$ cat src/sv/esd_pkg.sv
package esd_pkg;

  localparam int unsigned ACC_MAX_W   = 64;
  localparam int unsigned VALUE_W     = 32;
  localparam int unsigned DEF_VALUE_W = 32;
  localparam int unsigned APB_ADDR_W  = 3;
  localparam int unsigned APB_DATA_W  = 32;

  localparam logic [VALUE_W-1:0] LIMIT_RESET = 32'd255;

  // register word index (paddr[2])
  localparam logic REG_VALUE_LIMIT = 1'b0;

  localparam logic [1:0] OCT_MAX_DIGITS = 2'd3;

  typedef enum logic [1:0] {
    MODE_IDLE = 2'd0,
    MODE_HEX  = 2'd1,
    MODE_OCT  = 2'd2
  } mode_t;

  typedef enum logic [1:0] {
    ERR_OK           = 2'd0,
    ERR_INV_PRINT    = 2'd1,
    ERR_INV_NONPRINT = 2'd2,
    ERR_CLAMPED      = 2'd3
  } err_t;

  typedef enum logic [1:0] {
    WARN_NONE  = 2'd0,
    WARN_SHORT = 2'd1,
    WARN_LONG  = 2'd2
  } warn_t;

  typedef struct packed {
    logic [VALUE_W-1:0] value;
    err_t               err;
    warn_t              warn;
    logic               consumed;
  } res_t;

  // {is_hex, digit}
  function automatic logic [4:0] hex_digit(input logic [7:0] c);
    logic [4:0] r;
    r = 5'd0;
    if (c >= "0" && c <= "9") begin
      r = {1'b1, 4'(c - "0")};
    end else if (c >= "a" && c <= "f") begin
      r = {1'b1, 4'(c - "a" + 8'd10)};
    end else if (c >= "A" && c <= "F") begin
      r = {1'b1, 4'(c - "A" + 8'd10)};
    end
    return r;
  endfunction

  function automatic logic is_octal(input logic [7:0] c);
    return c >= "0" && c <= "7";
  endfunction

  function automatic logic is_decimal(input logic [7:0] c);
    return c >= "0" && c <= "9";
  endfunction

  function automatic err_t invalid_err(input logic [7:0] c);
    return (c >= 8'h20 && c <= 8'h7e) ? ERR_INV_PRINT : ERR_INV_NONPRINT;
  endfunction

endpackage

$ cat src/sv/escape_sequence_decoder.sv
// C escape sequence decoder.
// Input channel (in_valid/in_stall): one byte per request in ch; start_req
// marks the byte right after a backslash. Output channel (out_valid/
// out_stall): value, error_code, octal_warning, byte_consumed. A byte gives
// at most one result: simple and invalid escapes answer on their own byte,
// hex and octal escapes answer on the first byte that does not extend them
// (reported with byte_consumed = 0, left for the caller).
// A request passes through the input register, then the decode step writes
// the result register.
// Throughput is one byte per cycle unless the output stalls; the decode step
// is a shift-insert and one compare on the accumulator.
// value_limit is written over the APB port (address 0) while the decoder is
// idle (the user's duty; the block does not enforce it); it resets to 255.
// Reset empties both registers and returns the decoder to idle.
// A stalled result holds; the input register still takes one more byte,
// after which in_stall rises until the result is taken.
module escape_sequence_decoder #(
  parameter int unsigned VALUE_WIDTH = esd_pkg::DEF_VALUE_W
) (
  input  logic                              clk,
  input  logic                              rst,
  input  logic                              in_valid,
  output logic                              in_stall,
  input  logic [7:0]                        ch,
  input  logic                              start_req,
  output logic                              out_valid,
  input  logic                              out_stall,
  output logic [esd_pkg::VALUE_W-1:0]       value,
  output logic [1:0]                        error_code,
  output logic [1:0]                        octal_warning,
  output logic                              byte_consumed,
  input  logic                              psel,
  input  logic                              penable,
  input  logic                              pwrite,
  input  logic [esd_pkg::APB_ADDR_W-1:0]    paddr,
  input  logic [esd_pkg::APB_DATA_W-1:0]    pwdata,
  output logic [esd_pkg::APB_DATA_W-1:0]    prdata,
  output logic                              pready
);

  logic                         s1_valid;
  logic [7:0]                   s1_ch;
  logic                         s1_start;
  logic                         can_load;
  logic                         advance;
  logic                         in_take;
  logic                         res_valid;
  esd_pkg::res_t                res;
  esd_pkg::res_t                out_res;
  logic [esd_pkg::VALUE_W-1:0]  value_limit;

  esd_apb u_apb (
    .clk         (clk),
    .rst         (rst),
    .psel        (psel),
    .penable     (penable),
    .pwrite      (pwrite),
    .paddr       (paddr),
    .pwdata      (pwdata),
    .prdata      (prdata),
    .pready      (pready),
    .value_limit (value_limit)
  );

  assign can_load = !out_valid || !out_stall;
  assign advance  = s1_valid && can_load;
  assign in_stall = s1_valid && !can_load;
  assign in_take  = in_valid && !in_stall;

  always_ff @(posedge clk) begin
    if (rst) begin
      s1_valid <= 1'b0;
    end else if (in_take) begin
      s1_valid <= 1'b1;
    end else if (advance) begin
      s1_valid <= 1'b0;
    end
  end

  always_ff @(posedge clk) begin
    if (in_take) begin
      s1_ch    <= ch;
      s1_start <= start_req;
    end
  end

  esd_engine #(
    .VALUE_WIDTH (VALUE_WIDTH)
  ) u_engine (
    .clk         (clk),
    .rst         (rst),
    .advance     (advance),
    .ch          (s1_ch),
    .start       (s1_start),
    .value_limit (value_limit),
    .res_valid   (res_valid),
    .res         (res)
  );

  always_ff @(posedge clk) begin
    if (rst) begin
      out_valid <= 1'b0;
    end else if (advance) begin
      out_valid <= res_valid;
    end else if (!out_stall) begin
      out_valid <= 1'b0;
    end
  end

  always_ff @(posedge clk) begin
    if (advance && res_valid) begin
      out_res <= res;
    end
  end

  assign value         = out_res.value;
  assign error_code    = out_res.err;
  assign octal_warning = out_res.warn;
  assign byte_consumed = out_res.consumed;

  a_stall_needs_byte: assert property (@(posedge clk) disable iff (rst)
    in_stall |-> s1_valid)
    else $error("input stalled with empty input register");

  a_reset_empty: assert property (@(posedge clk) disable iff (rst)
    $past(rst) |-> !out_valid)
    else $error("result valid right after reset");

  a_clamp_is_terminator: assert property (@(posedge clk) disable iff (rst)
    (out_valid && error_code == esd_pkg::ERR_CLAMPED) |-> !byte_consumed)
    else $error("clamped result claims its byte");

  a_warn_is_terminator: assert property (@(posedge clk) disable iff (rst)
    (out_valid && octal_warning != esd_pkg::WARN_NONE) |-> !byte_consumed)
    else $error("octal warning on a consumed byte");

  a_no_result_drops: assert property (@(posedge clk) disable iff (rst)
    (advance && !res_valid) |=> !out_valid)
    else $error("result invented for a byte without one");

endmodule

$ cat src/sv/esd_apb.sv
module esd_apb (
  input  logic                                 clk,
  input  logic                                 rst,
  input  logic                                 psel,
  input  logic                                 penable,
  input  logic                                 pwrite,
  input  logic [esd_pkg::APB_ADDR_W-1:0]       paddr,
  input  logic [esd_pkg::APB_DATA_W-1:0]       pwdata,
  output logic [esd_pkg::APB_DATA_W-1:0]       prdata,
  output logic                                 pready,
  output logic [esd_pkg::VALUE_W-1:0]          value_limit
);

  logic wr_en;
  logic hit;

  assign pready = 1'b1;
  assign hit    = paddr[2] == esd_pkg::REG_VALUE_LIMIT;
  assign wr_en  = psel && penable && pwrite && pready && hit;

  always_ff @(posedge clk) begin
    if (rst) begin
      value_limit <= esd_pkg::LIMIT_RESET;
    end else if (wr_en) begin
      value_limit <= pwdata;
    end
  end

  assign prdata = hit ? value_limit : '0;

endmodule

$ cat src/sv/esd_engine.sv
module esd_engine #(
  parameter int unsigned VALUE_WIDTH = esd_pkg::DEF_VALUE_W
) (
  input  logic                          clk,
  input  logic                          rst,
  input  logic                          advance,
  input  logic [7:0]                    ch,
  input  logic                          start,
  input  logic [esd_pkg::VALUE_W-1:0]   value_limit,
  output logic                          res_valid,
  output esd_pkg::res_t                 res
);

  esd_pkg::mode_t           mode, mode_next;
  logic [VALUE_WIDTH-1:0]   acc, acc_next;
  logic [1:0]               digit_count, digit_count_next;
  logic                     overflowed, overflowed_next;

  logic [esd_pkg::ACC_MAX_W-1:0] lim_wide;
  logic [esd_pkg::ACC_MAX_W-1:0] lim_ext;
  logic [esd_pkg::ACC_MAX_W-1:0] acc_masked_wide;
  logic [VALUE_WIDTH-1:0]        lim;
  logic [VALUE_WIDTH-1:0]        acc_masked;
  logic [4:0]                    hex;

  assign lim_wide        = esd_pkg::ACC_MAX_W'(value_limit);
  assign lim             = lim_wide[VALUE_WIDTH-1:0];
  assign lim_ext         = esd_pkg::ACC_MAX_W'(lim);
  assign acc_masked      = acc & lim;
  assign acc_masked_wide = esd_pkg::ACC_MAX_W'(acc_masked);
  assign hex             = esd_pkg::hex_digit(ch);

  always_comb begin
    mode_next        = mode;
    acc_next         = acc;
    digit_count_next = digit_count;
    overflowed_next  = overflowed;
    res_valid        = 1'b0;
    res.value        = '0;
    res.err          = esd_pkg::ERR_OK;
    res.warn         = esd_pkg::WARN_NONE;
    res.consumed     = 1'b0;

    if (start) begin
      mode_next    = esd_pkg::MODE_IDLE;
      res_valid    = 1'b1;
      res.consumed = 1'b1;
      unique case (ch)
        "a": res.value = 32'd7;
        "b": res.value = 32'd8;
        "f": res.value = 32'd12;
        "n": res.value = 32'd10;
        "r": res.value = 32'd13;
        "t": res.value = 32'd9;
        "v": res.value = 32'd11;
        "'", "\"", "\\", "?": res.value = esd_pkg::VALUE_W'(ch);
        "x": begin
          mode_next        = esd_pkg::MODE_HEX;
          acc_next         = '0;
          digit_count_next = 2'd0;
          overflowed_next  = 1'b0;
          res_valid        = 1'b0;
        end
        default: begin
          if (esd_pkg::is_octal(ch)) begin
            mode_next        = esd_pkg::MODE_OCT;
            acc_next         = VALUE_WIDTH'(ch[2:0]);
            digit_count_next = 2'd1;
            overflowed_next  = 1'b0;
            res_valid        = 1'b0;
          end else begin
            res.value = esd_pkg::VALUE_W'(ch);
            res.err   = esd_pkg::invalid_err(ch);
          end
        end
      endcase
    end else begin
      unique case (mode)
        esd_pkg::MODE_HEX: begin
          if (hex[4]) begin
            if (!overflowed) begin
              // freeze once another digit would not fit under the limit
              if ((acc & ~(lim >> 4)) != '0) begin
                overflowed_next = 1'b1;
              end else begin
                acc_next = {acc[VALUE_WIDTH-5:0], hex[3:0]};
              end
            end
            digit_count_next = 2'd1;
          end else begin
            mode_next = esd_pkg::MODE_IDLE;
            res_valid = 1'b1;
            if (digit_count == 2'd0) begin
              res.err = esd_pkg::invalid_err(ch);
            end else if (overflowed) begin
              res.value = lim_ext[esd_pkg::VALUE_W-1:0];
              res.err   = esd_pkg::ERR_CLAMPED;
            end else begin
              res.value = acc_masked_wide[esd_pkg::VALUE_W-1:0];
            end
          end
        end
        esd_pkg::MODE_OCT: begin
          if (esd_pkg::is_octal(ch) && digit_count != esd_pkg::OCT_MAX_DIGITS) begin
            acc_next         = {acc[VALUE_WIDTH-4:0], ch[2:0]};
            digit_count_next = digit_count + 2'd1;
          end else begin
            mode_next = esd_pkg::MODE_IDLE;
            res_valid = 1'b1;
            if (esd_pkg::is_decimal(ch)) begin
              if (digit_count != esd_pkg::OCT_MAX_DIGITS && (ch == "8" || ch == "9")) begin
                res.warn = esd_pkg::WARN_SHORT;
              end else if (digit_count == esd_pkg::OCT_MAX_DIGITS) begin
                res.warn = esd_pkg::WARN_LONG;
              end
            end
            if (acc > lim) begin
              res.value = lim_ext[esd_pkg::VALUE_W-1:0];
              res.err   = esd_pkg::ERR_CLAMPED;
            end else begin
              res.value = acc_masked_wide[esd_pkg::VALUE_W-1:0];
            end
          end
        end
        default: ;
      endcase
    end
  end

  always_ff @(posedge clk) begin
    if (rst) begin
      mode        <= esd_pkg::MODE_IDLE;
      acc         <= '0;
      digit_count <= 2'd0;
      overflowed  <= 1'b0;
    end else if (advance) begin
      mode        <= mode_next;
      acc         <= acc_next;
      digit_count <= digit_count_next;
      overflowed  <= overflowed_next;
    end
  end

endmodule
$ cat config.mk
export PLATFORM = sky130hd
export DESIGN_NAME = escape_sequence_decoder
export DESIGN_NICKNAME = d
export VERILOG_FILES = /design/src/sv/esd_pkg.sv /design/src/sv/escape_sequence_decoder.sv /design/src/sv/esd_apb.sv /design/src/sv/esd_engine.sv
export SDC_FILE = /design/constraint.sdc
export NUM_CORES = 1
export LEC_CHECK = 0
export ABC_CLOCK_PERIOD_IN_PS = 3320
export BUFFER_PORTS_ARGS = -buffer_cell sky130_fd_sc_hd__buf_4
export CORE_UTILIZATION = 30
export CTS_CLUSTER_SIZE = 16
export DETAILED_ROUTE_END_ITERATION = 6
export GPL_TIMING_DRIVEN = 0
export PLACE_DENSITY = 0.62
export SLEW_MARGIN = 10
export SYNTH_ARGS = -nofsm -noshare
export SYNTH_HDL_FRONTEND = slang
export SYNTH_SLANG_ARGS = --single-unit
$ cat constraint.sdc
create_clock -name clk -period 3.32 [get_ports clk]
set_clock_uncertainty 0.1 [all_clocks]
set_input_delay 0.166 -clock clk [delete_from_list [all_inputs] [get_ports clk]]
set_output_delay 0.166 -clock clk [all_outputs]
set_load 0.01 [all_outputs]
==> results.md, run 1 <==
- Result of the run: finished, final reports clean
- Setup tns final: 0 ns
- Via density: around 5.1
- Grt ovf: 0
- Final setup violating endpoints: 0
- Share of Yosys cell area claimed by the top area cell type: between 10% and 20%
- Number of enable-type register cells in the synthesized netlist: 46
- Most used cell along the critical path: sky130_fd_sc_hd__a22o_1
- Relative max-transition margin: approximately 40%
- Maximum vdd drop: between 0.2 and 0.3 mV
- Static leakage: 3.923 nW
- Cell area after technology mapping: approximately 0.0073 mm^2
- Commonest non-fill, non-tap cells in the layout: sky130_fd_sc_hd__buf_4, sky130_fd_sc_hd__nor2_1, sky130_fd_sc_hd__nand2_1
- Critical path startpoint category: register
- Mean post-synth cell area: 9.127 um^2
- Clock latency on the worst-skew pair: 0.42 ns
- Synth area leaders: sky130_fd_sc_hd__dfxtp_1, sky130_fd_sc_hd__edfxtp_1, sky130_fd_sc_hd__ha_1
- Routed Antenna Nets: 0
- First-pass GRT wire length: 35.05 mm
- Routed wire length: 22.80 mm
- HPWL after detailed placement: ~17 mm
- Worst hold path type: input pin to register
- Total routing resource utilization after global routing: between 10% and 20%
- Share of the cycle needed by the critical path after routing: between 90% and 100%
- Gate Count Post-Synth: between 700 and 800
- Critical-path top delay cell: sky130_fd_sc_hd__or3_1
- Filler cell count: 2332
- Worst Slack Setup Final: 0.1245 ns
- Clock transition at the registers of the reported paths: 0.05 ns
- Share of synthesized area occupied by flip-flops and latches: 38.63%
- Number of port buffers: 117
- Post-synthesis to final-layout area growth: 34.49%
- Hold-critical path endpoint: u_apb.value_limit[1]$_SDFFE_PP1P_
- H-tree level count: 4
- R2R Path End: value[13]$_SDFFCE_PP0P_
- Fraction of power spent switching nets: 22.89%
- DRC: 0
- Flip-flop and latch count after synthesis: about 120
- Antenna cells: 0
- Internal power: approximately 2.9 mW
- Kind of cell with the highest combined delay on the critical path: compound AO/OA/AOI/OAI gates
- # IOs: 123
- Area inside the core boundary: approximately 0.024 mm^2
- Reg-to-Reg Start: u_apb.value_limit[5]$_SDFFE_PP1P_
- Floorplan die area: around 0.025 mm^2
- Number of antenna violations at the first check in global routing: 0
- Final Critical Period: ~3.2 ns
- Pin count of the biggest net entering global routing: 26
- TritonCTS clock tree: yes
- Number of search-and-repair iterations in the first detailed-routing pass: 5
- Cell taking the most area after synthesis: sky130_fd_sc_hd__dfxtp_1
- Detailed router's first-iteration violation count: 407
- Cell count of the worst hold path: 2
- Fin nets: 1110
- Maximum fanout along the worst path: 10
- RSZ-0062 raised after global routing: no
- Part of the total power dissipated in the clock network: between 50% and 60%
- CP Depth: 10
- Post-synthesis net count: 918
- Number of failing hold endpoints at the final stage: 0
- Most common library cell in the layout ignoring fill and taps: sky130_fd_sc_hd__buf_4
- Sequential share of power: 40.8%
- Sw power: around 0.87 mW
- Routed length per instance: 17.28 um
- Die width: 157.5 um
- Combined buffer and inverter count along the critical path: 2
- Number of buffers created by CTS: 17
- Delay contributed by the slowest stage of the critical path: ~0.43 ns
- Main synth FF type: sky130_fd_sc_hd__dfxtp_1
- Chip Height: around 160 um
- Pin slew with the least headroom to its limit: about 0.90 ns
- Share of post-route cells with drive strength above 1: approximately a fifth
- CTS Buffer Depth: 2
- Data arrival time at the worst-slack endpoint: 3.38 ns
- Critical path required time: 3.50 ns
- Proportion of power drawn by combinational gates: 9.2%
- Maximum clock rate: 312.9 MHz
- Hold wc startpoint: rst
- Critical path class: register to register
- Yosys cell types: 62
- Final weighted congestion of routability-driven global placement: 0.8711
- Worst Reg-to-Reg Cells: 10
- Number of rows in the core area: 56
- Number of clock sinks: 117
- Pwr/cell area: 388.4 mW/mm^2
- Max-slew violation count: 0
- Total number of vias: ~6700
- Internal reg-to-reg setup slack: 0.12 ns
- Crit-path cells: inv_2, ha_1, a21oi_1, o21ai_0, a221o_1, or3_1, a22o_1, o32ai_4, buf_4, a22o_1
- Warnings from Yosys: 0
- Pre-CTS setup slack: -0.9695 ns
- Clk root buf: sky130_fd_sc_hd__clkbuf_16
- Endpoint type of the worst setup path: register
- Async set or reset register ratio after synthesis: 0%
- Vias in the first global route: 6472
- Starting Density: 30.73%
- Count of maximum capacitance violations: 0
-- how the worst max path moves through the flow --
stage | slack, ns | to | start
5_1_grt | 0.002 | value[24]$_SDFFCE_PP0P_ | u_apb.value_limit[7]$_SDFFE_PP1P_
3_5_place_dp | -0.97 | value[31]$_SDFFCE_PP0P_ | u_apb.value_limit[5]$_SDFFE_PP1P_
3_3_place_gp | -0.95 | value[13]$_SDFFCE_PP0P_ | s1_ch[0]$_DFFE_PP_
2_1_floorplan | 0.08 | value[14]$_SDFFCE_PP0P_ | u_apb.value_limit[7]$_SDFFE_PP1P_
4_1_cts | 0.006 | value[13]$_SDFFCE_PP0P_ | s1_ch[0]$_DFFE_PP_
6_report | 0.12 | value[13]$_SDFFCE_PP0P_ | u_apb.value_limit[5]$_SDFFE_PP1P_
-- power by group through the flow --
| stage | Sequential (mW) | Clock [mW] | Combinational (mW) |
|---|---|---|---|
| 6_report | 1.55 | 1.89 | 0.350 |
| 3_3_place_gp | 1.58 | 0 | 0.290 |
| 3_5_place_dp | 1.58 | 0 | 0.296 |
| 4_1_cts | 1.55 | 1.92 | 0.338 |
| 2_1_floorplan | 1.58 | 0 | 0.147 |
| 5_1_grt | 1.55 | 1.99 | 0.383 |
-- cell type report --
type                    count  area [um^2]  share of cell area [%]
clock buffers              20        436.7                   4.475
repair buffers            173         1419                   14.54
multi-input cells         590         4156                   42.60
clock inverters            12        160.2                   1.641
flip-flops and latches    117         2803                   28.72
inverters                  42        157.7                   1.616
well taps                 319        399.1                   4.090
plain buffers              46        226.5                   2.321
-- metal layers --
layer	track usage [%]	wire length (um)	up-vias
met5	0	0	-
met4	7.952	707	0
met3	4.213	1396	54
met2	30.24	10400	246
met1	24.05	10290	3170
li1	-	-	3225
-- synth_stat cells (5+ instances only) --
cell / instances
sky130_fd_sc_hd__a211o_1: 7
sky130_fd_sc_hd__buf_1: 5
sky130_fd_sc_hd__a22o_1: 28
sky130_fd_sc_hd__nand3_1: 14
sky130_fd_sc_hd__a211oi_1: 5
sky130_fd_sc_hd__or3_1: 5
sky130_fd_sc_hd__o21ai_0: 16
sky130_fd_sc_hd__nand4_1: 22
sky130_fd_sc_hd__clkbuf_1: 35
sky130_fd_sc_hd__edfxtp_1: 46
sky130_fd_sc_hd__mux2i_1: 69
sky130_fd_sc_hd__nor2b_1: 19
sky130_fd_sc_hd__inv_1: 41
sky130_fd_sc_hd__a21oi_1: 47
sky130_fd_sc_hd__o21ai_1: 7
sky130_fd_sc_hd__nand2_1: 80
sky130_fd_sc_hd__nor3_1: 8
sky130_fd_sc_hd__nor2_1: 117
sky130_fd_sc_hd__buf_6: 5
sky130_fd_sc_hd__ha_1: 72
sky130_fd_sc_hd__dfxtp_1: 71
-- sequential cells by signal, summed over array words and instances (netlist names) --
signal,flops
s1_start,1
u_engine.acc,32
u_engine.mode,2
u_engine.overflowed,1
byte_consumed,1
u_apb.value_limit,32
s1_valid,1
value,32
u_engine.digit_count,2
out_valid,1
error_code,2
s1_ch,8
octal_warning,2
-- per-stage QoR --
step	hold slack, ns	instances	util [%]	power, mW	area, um^2
floorplan	0.1649	795	-	1.726	7256
global placement	0.2450	1231	36.14	1.869	8533
detailed placement	0.2456	1232	36.25	1.874	8561
CTS	0.2282	1312	40.87	3.806	9651
global route	0.2220	1319	41.33	3.926	9758
finish	0.2000	1319	41.33	3.790	9758
-- kinds of logic (layout without fill, tap and decap cells) --
family / after synthesis / in the layout / share of synthesized area, %
other cells: 1 / 1 / 0.05168
fa+ha+maj: 72 / 72 / 12.42
buf+inv: 88 / 293 / 5.122
simple gates: 296 / 296 / 19.02
flops: 117 / 117 / 38.63
mux: 72 / 72 / 9.984
compound gates: 149 / 149 / 14.78
-- repair_timing --
action	4_1_cts	5_1_grt
cloned	0	0
setup endpoints to repair	60	81
endpoints found under the hold margin	43	0
buffers inserted	5	7
pin swaps	3	3
hold buffers	43	0
gates resized for setup	7	18
Power figures use the tool's default switching activity.
==> run 2, diff against run 1 <==
--- a/config.mk
+++ b/config.mk
@@ -7,11 +7,11 @@
 export LEC_CHECK = 0
 export ABC_CLOCK_PERIOD_IN_PS = 3320
 export BUFFER_PORTS_ARGS = -buffer_cell sky130_fd_sc_hd__buf_4
-export CORE_UTILIZATION = 30
+export CORE_UTILIZATION = 52
 export CTS_CLUSTER_SIZE = 16
 export DETAILED_ROUTE_END_ITERATION = 6
 export GPL_TIMING_DRIVEN = 0
-export PLACE_DENSITY = 0.62
+export PLACE_DENSITY = 0.9
 export SLEW_MARGIN = 10
 export SYNTH_ARGS = -nofsm -noshare
 export SYNTH_HDL_FRONTEND = slang
==> run 2 against run 1 <==
Compared with the run above: worst hold slack worse by 0.0061 ns; sequential power about the same; wire length is 1.8% lower; clock power down 8%; critical path type unchanged.
==> results.md, run 2 (synthesis results as in run 1) <==
- Clk root buf: sky130_fd_sc_hd__clkbuf_16
- Worst hold path type: input pin to register
- Clock transition at the registers of the reported paths: roughly 0.05 ns
- Critical path class: register to register
- Final setup violating endpoints: 0
- Maximum clock rate: 305.3 MHz
- Final weighted congestion of routability-driven global placement: 0.9318
- Count of maximum capacitance violations: 0
- Hold-critical path endpoint: u_apb.value_limit[1]$_SDFFE_PP1P_
- Floorplan die area: 0.01443 mm^2
- Critical-path top delay cell: sky130_fd_sc_hd__or3_1
- Number of clock sinks: 117
- Pin count of the biggest net entering global routing: 24
- Critical path startpoint category: register
- Kind of cell with the highest combined delay on the critical path: compound AO/OA/AOI/OAI gates
- Antenna cells: 0
- Final Critical Period: roughly 3.3 ns
- HPWL after detailed placement: 15.19 mm
- Endpoint type of the worst setup path: register
- Internal reg-to-reg setup slack: 0.04 ns
- Pre-CTS setup slack: -0.9379 ns
- Post-synthesis to final-layout area growth: 31.56%
- H-tree level count: 4
- Result of the run: finished, final reports clean
- Pin slew with the least headroom to its limit: ~0.85 ns
- R2R Path End: value[0]$_DFFE_PP_
- Cell count of the worst hold path: 2
- Number of port buffers: about 120
- Crit-path cells: inv_1, ha_1, a21oi_1, nand2_1, a221o_1, or3_1, a22oi_2, buf_4, buf_4, mux2i_1, o21ai_1
- Starting Density: 54.15%
- Worst Slack Setup Final: approximately 0.044 ns
- Startpoint of the worst setup timing path: u_apb.value_limit[14]$_SDFFE_PP0P_
- Fin nets: about 1100
- Vias in the first global route: ~6500
- Total routing resource utilization after global routing: 31.12%
- DRC: 0
- Routed wire length: between 20 and 25 mm
- Share of the cycle needed by the critical path after routing: 98.67%
- Most used cell along the critical path: sky130_fd_sc_hd__buf_4
- Data arrival time at the worst-slack endpoint: 3.32 ns
- Die width: 120.1 um
- Grt ovf: 0
- TritonCTS clock tree: yes
- Max-slew violation count: 0
- Maximum fanout along the worst path: 8
- Share of post-route cells with drive strength above 1: 19.18%
- Worst Reg-to-Reg Cells: 11
- Commonest non-fill, non-tap cells in the layout: sky130_fd_sc_hd__buf_4, sky130_fd_sc_hd__nor2_1, sky130_fd_sc_hd__nand2_1
- First-pass GRT wire length: about 34 mm
- Number of rows in the core area: 42
- Finished Layout Cells: about 1200
- Pwr/cell area: 380.1 mW/mm^2
- Number of search-and-repair iterations in the first detailed-routing pass: 5
- Number of antenna violations at the first check in global routing: 0
- Detailed router's first-iteration violation count: 1090
- # IOs: between 100 and 150
- Number of buffers created by CTS: 17
- Relative max-transition margin: 43.12%
- Maximum vdd drop: 0.3473 mV
- Critical path required time: 3.36 ns
- Total number of vias: 7069
- Most common library cell in the layout ignoring fill and taps: sky130_fd_sc_hd__buf_4
- Clock latency on the worst-skew pair: 0.43 ns
- Total instance count after detailed placement: 1089
- Routed length per instance: 19.02 um
- Static leakage: slightly below 4 nW
- Delay contributed by the slowest stage of the critical path: 0.44 ns
- Hold wc startpoint: rst
- Routed Antenna Nets: 0
- Combined buffer and inverter count along the critical path: 3
- Number of failing hold endpoints at the final stage: 0
- CTS Buffer Depth: 2
- Chip Height: 120.1 um
- Via density: 6.006
- Reg-to-Reg Start: u_apb.value_limit[14]$_SDFFE_PP0P_
- Area inside the core boundary: 0.01340 mm^2
==> run 2: cell types whose count changed in the layout (fill, tap and decap cells not counted), moves of 2 or more <==
cell	before	now
sky130_fd_sc_hd__clkbuf_8	0	5
sky130_fd_sc_hd__bufinv_16	4	0
sky130_fd_sc_hd__clkbuf_1	34	38
sky130_fd_sc_hd__clkinv_1	4	0
sky130_fd_sc_hd__clkinvlp_4	2	0
==> run 2: worst max-delay path by stage <==
stage                                    to  slack, ns  cells past startpoint
detailed placement  value[12]$_SDFFCE_PP0P_      -0.94                     10
finish                   value[0]$_DFFE_PP_       0.04                     11
CTS                 value[12]$_SDFFCE_PP0P_       0.02                     10
global placement    value[13]$_SDFFCE_PP0P_      -0.79                     10
floorplan           value[14]$_SDFFCE_PP0P_       0.08                     10
global route             value[0]$_DFFE_PP_      -0.06                     11
==> run 2: per-layer routing <==
| metal | vias to the layer above | wire length, um | GRT usage [%] |
|---|---|---|---|
| met3 | 61 | 2294 | 6.036 |
| li1 | 3229 | - | - |
| met4 | 0 | 682 | 14.14 |
| met5 | - | 0 | 0 |
| met1 | 3293 | 9288 | 42.31 |
| met2 | 486 | 10130 | 47.63 |
==> run 2: timing repair <==
item	in CTS	in global routing
buffers inserted	6	7
hold endpoints to repair	43	0
resized for setup	9	13
endpoints found under the setup margin	81	81
hold buffers	43	0
pin swaps	4	3
==> run 2: final cells by class <==
cell class / instances / area, um^2
buffer: 46 / 221.5
timing repair buffer: 174 / 1434
clock inverter: 2 / 11.26
fill: 915 / 3855
inverter: 42 / 157.7
multi-input combinational: 590 / 4153
tap: 176 / 220.2
sequential: 117 / 2803
clock buffer: 30 / 545.5
==> run 2: stage by stage <==
stage / hold WS, ns / util, % / setup TNS [ns] / total power [mW] / cell area, um^2
floorplan: 0.1649 / - / 0 / 1.726 / 7256
global placement: 0.2451 / 62.34 / -42.71 / 1.857 / 8354
detailed placement: 0.2457 / 62.55 / -30.18 / 1.865 / 8382
CTS: 0.1832 / 70.53 / 0 / 3.606 / 9452
global route: 0.2206 / 71.23 / -0.1115 / 3.720 / 9545
finish: 0.1939 / 71.23 / 0 / 3.628 / 9545
==> run 2: power breakdown <==
part	internal, mW	leakage [nW]	switching, mW
Sequential	1.52	0.997	0.0253
Clock	1.10	0.274	0.630
Combinational	0.160	2.65	0.192
Total	2.78	3.92	0.847
==> run 3, diff against run 2 <==
--- a/config.mk
+++ b/config.mk
@@ -7,11 +7,14 @@
 export LEC_CHECK = 0
 export ABC_CLOCK_PERIOD_IN_PS = 3320
 export BUFFER_PORTS_ARGS = -buffer_cell sky130_fd_sc_hd__buf_4
-export CORE_UTILIZATION = 52
+export CELL_PAD_IN_SITES_DETAIL_PLACEMENT = 1
+export CELL_PAD_IN_SITES_GLOBAL_PLACEMENT = 1
+export CORE_MARGIN = 3
+export CORE_UTILIZATION = 39
 export CTS_CLUSTER_SIZE = 16
 export DETAILED_ROUTE_END_ITERATION = 6
 export GPL_TIMING_DRIVEN = 0
-export PLACE_DENSITY = 0.9
+export PLACE_DENSITY = 0.89
 export SLEW_MARGIN = 10
 export SYNTH_ARGS = -nofsm -noshare
 export SYNTH_HDL_FRONTEND = slang
==> run 3 against run 2 <==
Compared with the run above: flip-flop and latch count is the same; fmax shrank 1.3%; die area grew 41%; final cell count grew 4.5%; critical path depth shrank 1; worst setup slack lost 0.042 ns.
==> results.md, run 3 (synthesis results as in run 1) <==
- Most common library cell in the layout ignoring fill and taps: sky130_fd_sc_hd__buf_4
- Reg-to-Reg Start: s1_ch[4]$_DFFE_PP_
- Clk root buf: sky130_fd_sc_hd__clkbuf_16
- Maximum vdd drop: roughly 0.39 mV
- Combined buffer and inverter count along the critical path: 3
- Chip Height: 142.4 um
- R2R Path End: u_engine.acc[4]$_SDFFE_PP0P_
- Static leakage: 3.981 nW
- Routed Antenna Nets: 0
- Vias in the first global route: 7601
- Worst hold path type: input pin to register
- Clock transition at the registers of the reported paths: about 0.06 ns
- Die width: around 140 um
- Data arrival time at the worst-slack endpoint: 3.51 ns
- Delay contributed by the slowest stage of the critical path: between 0.5 and 0.6 ns
- Final cell utilization of the core: 53.83%
- Number of failing hold endpoints at the final stage: 0
- Routed length per instance: 23.41 um
- Commonest non-fill, non-tap cells in the layout: sky130_fd_sc_hd__buf_4, sky130_fd_sc_hd__nor2_1, sky130_fd_sc_hd__nand2_1
- Cell count of the worst hold path: 2
- Grt ovf: 0
- Result of the run: finished, final reports clean
- Number of rows in the core area: 49
- Most used cell along the critical path: sky130_fd_sc_hd__buf_6
- Kind of cell with the highest combined delay on the critical path: compound AO/OA/AOI/OAI gates
- Pwr/cell area: about 400 mW/mm^2
- Total routing resource utilization after global routing: a little over a quarter
- Share of the cycle needed by the critical path after routing: 99.94%
- Fin nets: 1110
- Number of port buffers: 117
- CTS Buffer Depth: 2
- Maximum fanout along the worst path: 10
- Count of maximum capacitance violations: 0
- Finished Cell Area: 0.009768 mm^2
- Worst Reg-to-Reg Cells: 10
- Number of search-and-repair iterations in the first detailed-routing pass: 5
- Floorplan die area: 0.02028 mm^2
- Power, Total: 3.951 mW
- Hold wc startpoint: rst
- DRC: 0
- Number of clock sinks: 117
- Filler cell count: ~2000
- Hold slack: 0.2894 ns
- Final setup violating endpoints: 0
- Post-synthesis to final-layout area growth: 34.63%
- First-pass GRT wire length: between 40 and 50 mm
- Critical path required time: roughly 3.5 ns
- H-tree level count: 4
- Post-place instance area: 0.008448 mm^2
- Number of buffers created by CTS: 17
- Via density: 5.956
- Total number of vias: between 7000 and 8000
- Detailed router's first-iteration violation count: 754
- Hold-critical path endpoint: u_apb.value_limit[1]$_SDFFE_PP1P_
- Critical-path top delay cell: sky130_fd_sc_hd__or4b_4
- Pin count of the biggest net entering global routing: 22
- Final Critical Period: 3.318 ns
- Number of antenna violations at the first check in global routing: 1
- Critical path startpoint category: register
- Max-slew violation count: 0
- # IOs: 123
- Setup tns final: 0 ns
- Final weighted congestion of routability-driven global placement: 0.8894
- Routed wire length: 28.79 mm
- Pin slew with the least headroom to its limit: 0.8621 ns
- Endpoint type of the worst setup path: register
- Clock latency on the worst-skew pair: 0.43 ns
- Maximum clock rate: 301.4 MHz
- Starting Density: about two fifths
- Relative max-transition margin: 42.53%
- Share of post-route cells with drive strength above 1: between 20 and 25%
- TritonCTS clock tree: yes
- Internal reg-to-reg setup slack: approximately 0.0020 ns
- Crit-path cells: or4b_4, a311oi_4, nor3b_2, buf_4, o32a_4, a2111oi_4, buf_6, buf_6, mux2i_1, nor2_1
- Area inside the core boundary: 0.01815 mm^2
- HPWL after detailed placement: 18.12 mm
- Critical path class: register to register
run 3: cell count changes in the layout (fill, tap and decap cells not counted), sizes merged:
cell,previous run,this run
bufinv,0,2
clkinv,1,2
clkbuf,62,60
buf,145,143
diode,0,1
run 3: where the power goes:
part / switching (mW) / internal, mW / total, mW
sequential: 0.0259 / 1.52 / 1.55
clock: 0.705 / 1.32 / 2.03
combinational: 0.215 / 0.163 / 0.377
total: 0.945 / 3.01 / 3.95
run 3: timing repair:
item | CTS | global route
setup buffers | 9 | 3
hold buffers | 43 | 0
hold endpoints to repair | 43 | 0
pin swaps | 5 | 6
setup endpoints to repair | 60 | 76
resized for setup | 11 | 25
run 3: final cells by class:
| cell class | count | area [um^2] | share of cell area, % |
|---|---|---|---|
| flip-flops and latches | 117 | 2805 | 28.72 |
| clock buffers | 27 | 566.8 | 5.802 |
| multi-input cells | 590 | 4197 | 42.96 |
| diodes | 1 | 2.502 | 0.02562 |
| plain buffers | 46 | 231.5 | 2.370 |
| repair buffers | 173 | 1443 | 14.77 |
| inverters | 42 | 158.9 | 1.627 |
| well taps | 229 | 286.5 | 2.933 |
| clock inverters | 5 | 77.57 | 0.7942 |
run 3: stage by stage:
| step | setup WS (ns) | instances |
|---|---|---|
| 2_1_floorplan | 0.07518 | 795 |
| 3_3_place_gp | -0.8526 | 1141 |
| 3_5_place_dp | -0.8923 | 1142 |
| 4_1_cts | 0.005359 | 1226 |
| 5_1_grt | -0.03508 | 1230 |
| 6_report | 0.002012 | 1230 |
run 3: worst max-delay path by stage:
stage | end | startpoint | depth (start not counted) | slack [ns]
after floorplan | value[14]$_SDFFCE_PP0P_ | u_apb.value_limit[7]$_SDFFE_PP1P_ | 10 | 0.08
after global placement | value[31]$_SDFFCE_PP0P_ | u_apb.value_limit[7]$_SDFFE_PP1P_ | 10 | -0.85
after detailed placement | value[31]$_SDFFCE_PP0P_ | u_apb.value_limit[7]$_SDFFE_PP1P_ | 10 | -0.89
after CTS | value[20]$_SDFFCE_PP0P_ | u_apb.value_limit[7]$_SDFFE_PP1P_ | 11 | 0.005
after global routing | u_engine.acc[4]$_SDFFE_PP0P_ | s1_ch[4]$_DFFE_PP_ | 10 | -0.04
final | u_engine.acc[4]$_SDFFE_PP0P_ | s1_ch[4]$_DFFE_PP_ | 10 | 0.002
run 3: per-layer routing:
layer / GRT usage (%) / vias up / share of wire, %
li1: - / 3222 / -
met3: 4.872 / 67 / 5.5
met2: 45.37 / 358 / 48
met5: 0 / - / 0
met1: 35.37 / 3679 / 43
met4: 11.36 / 0 / 3.2
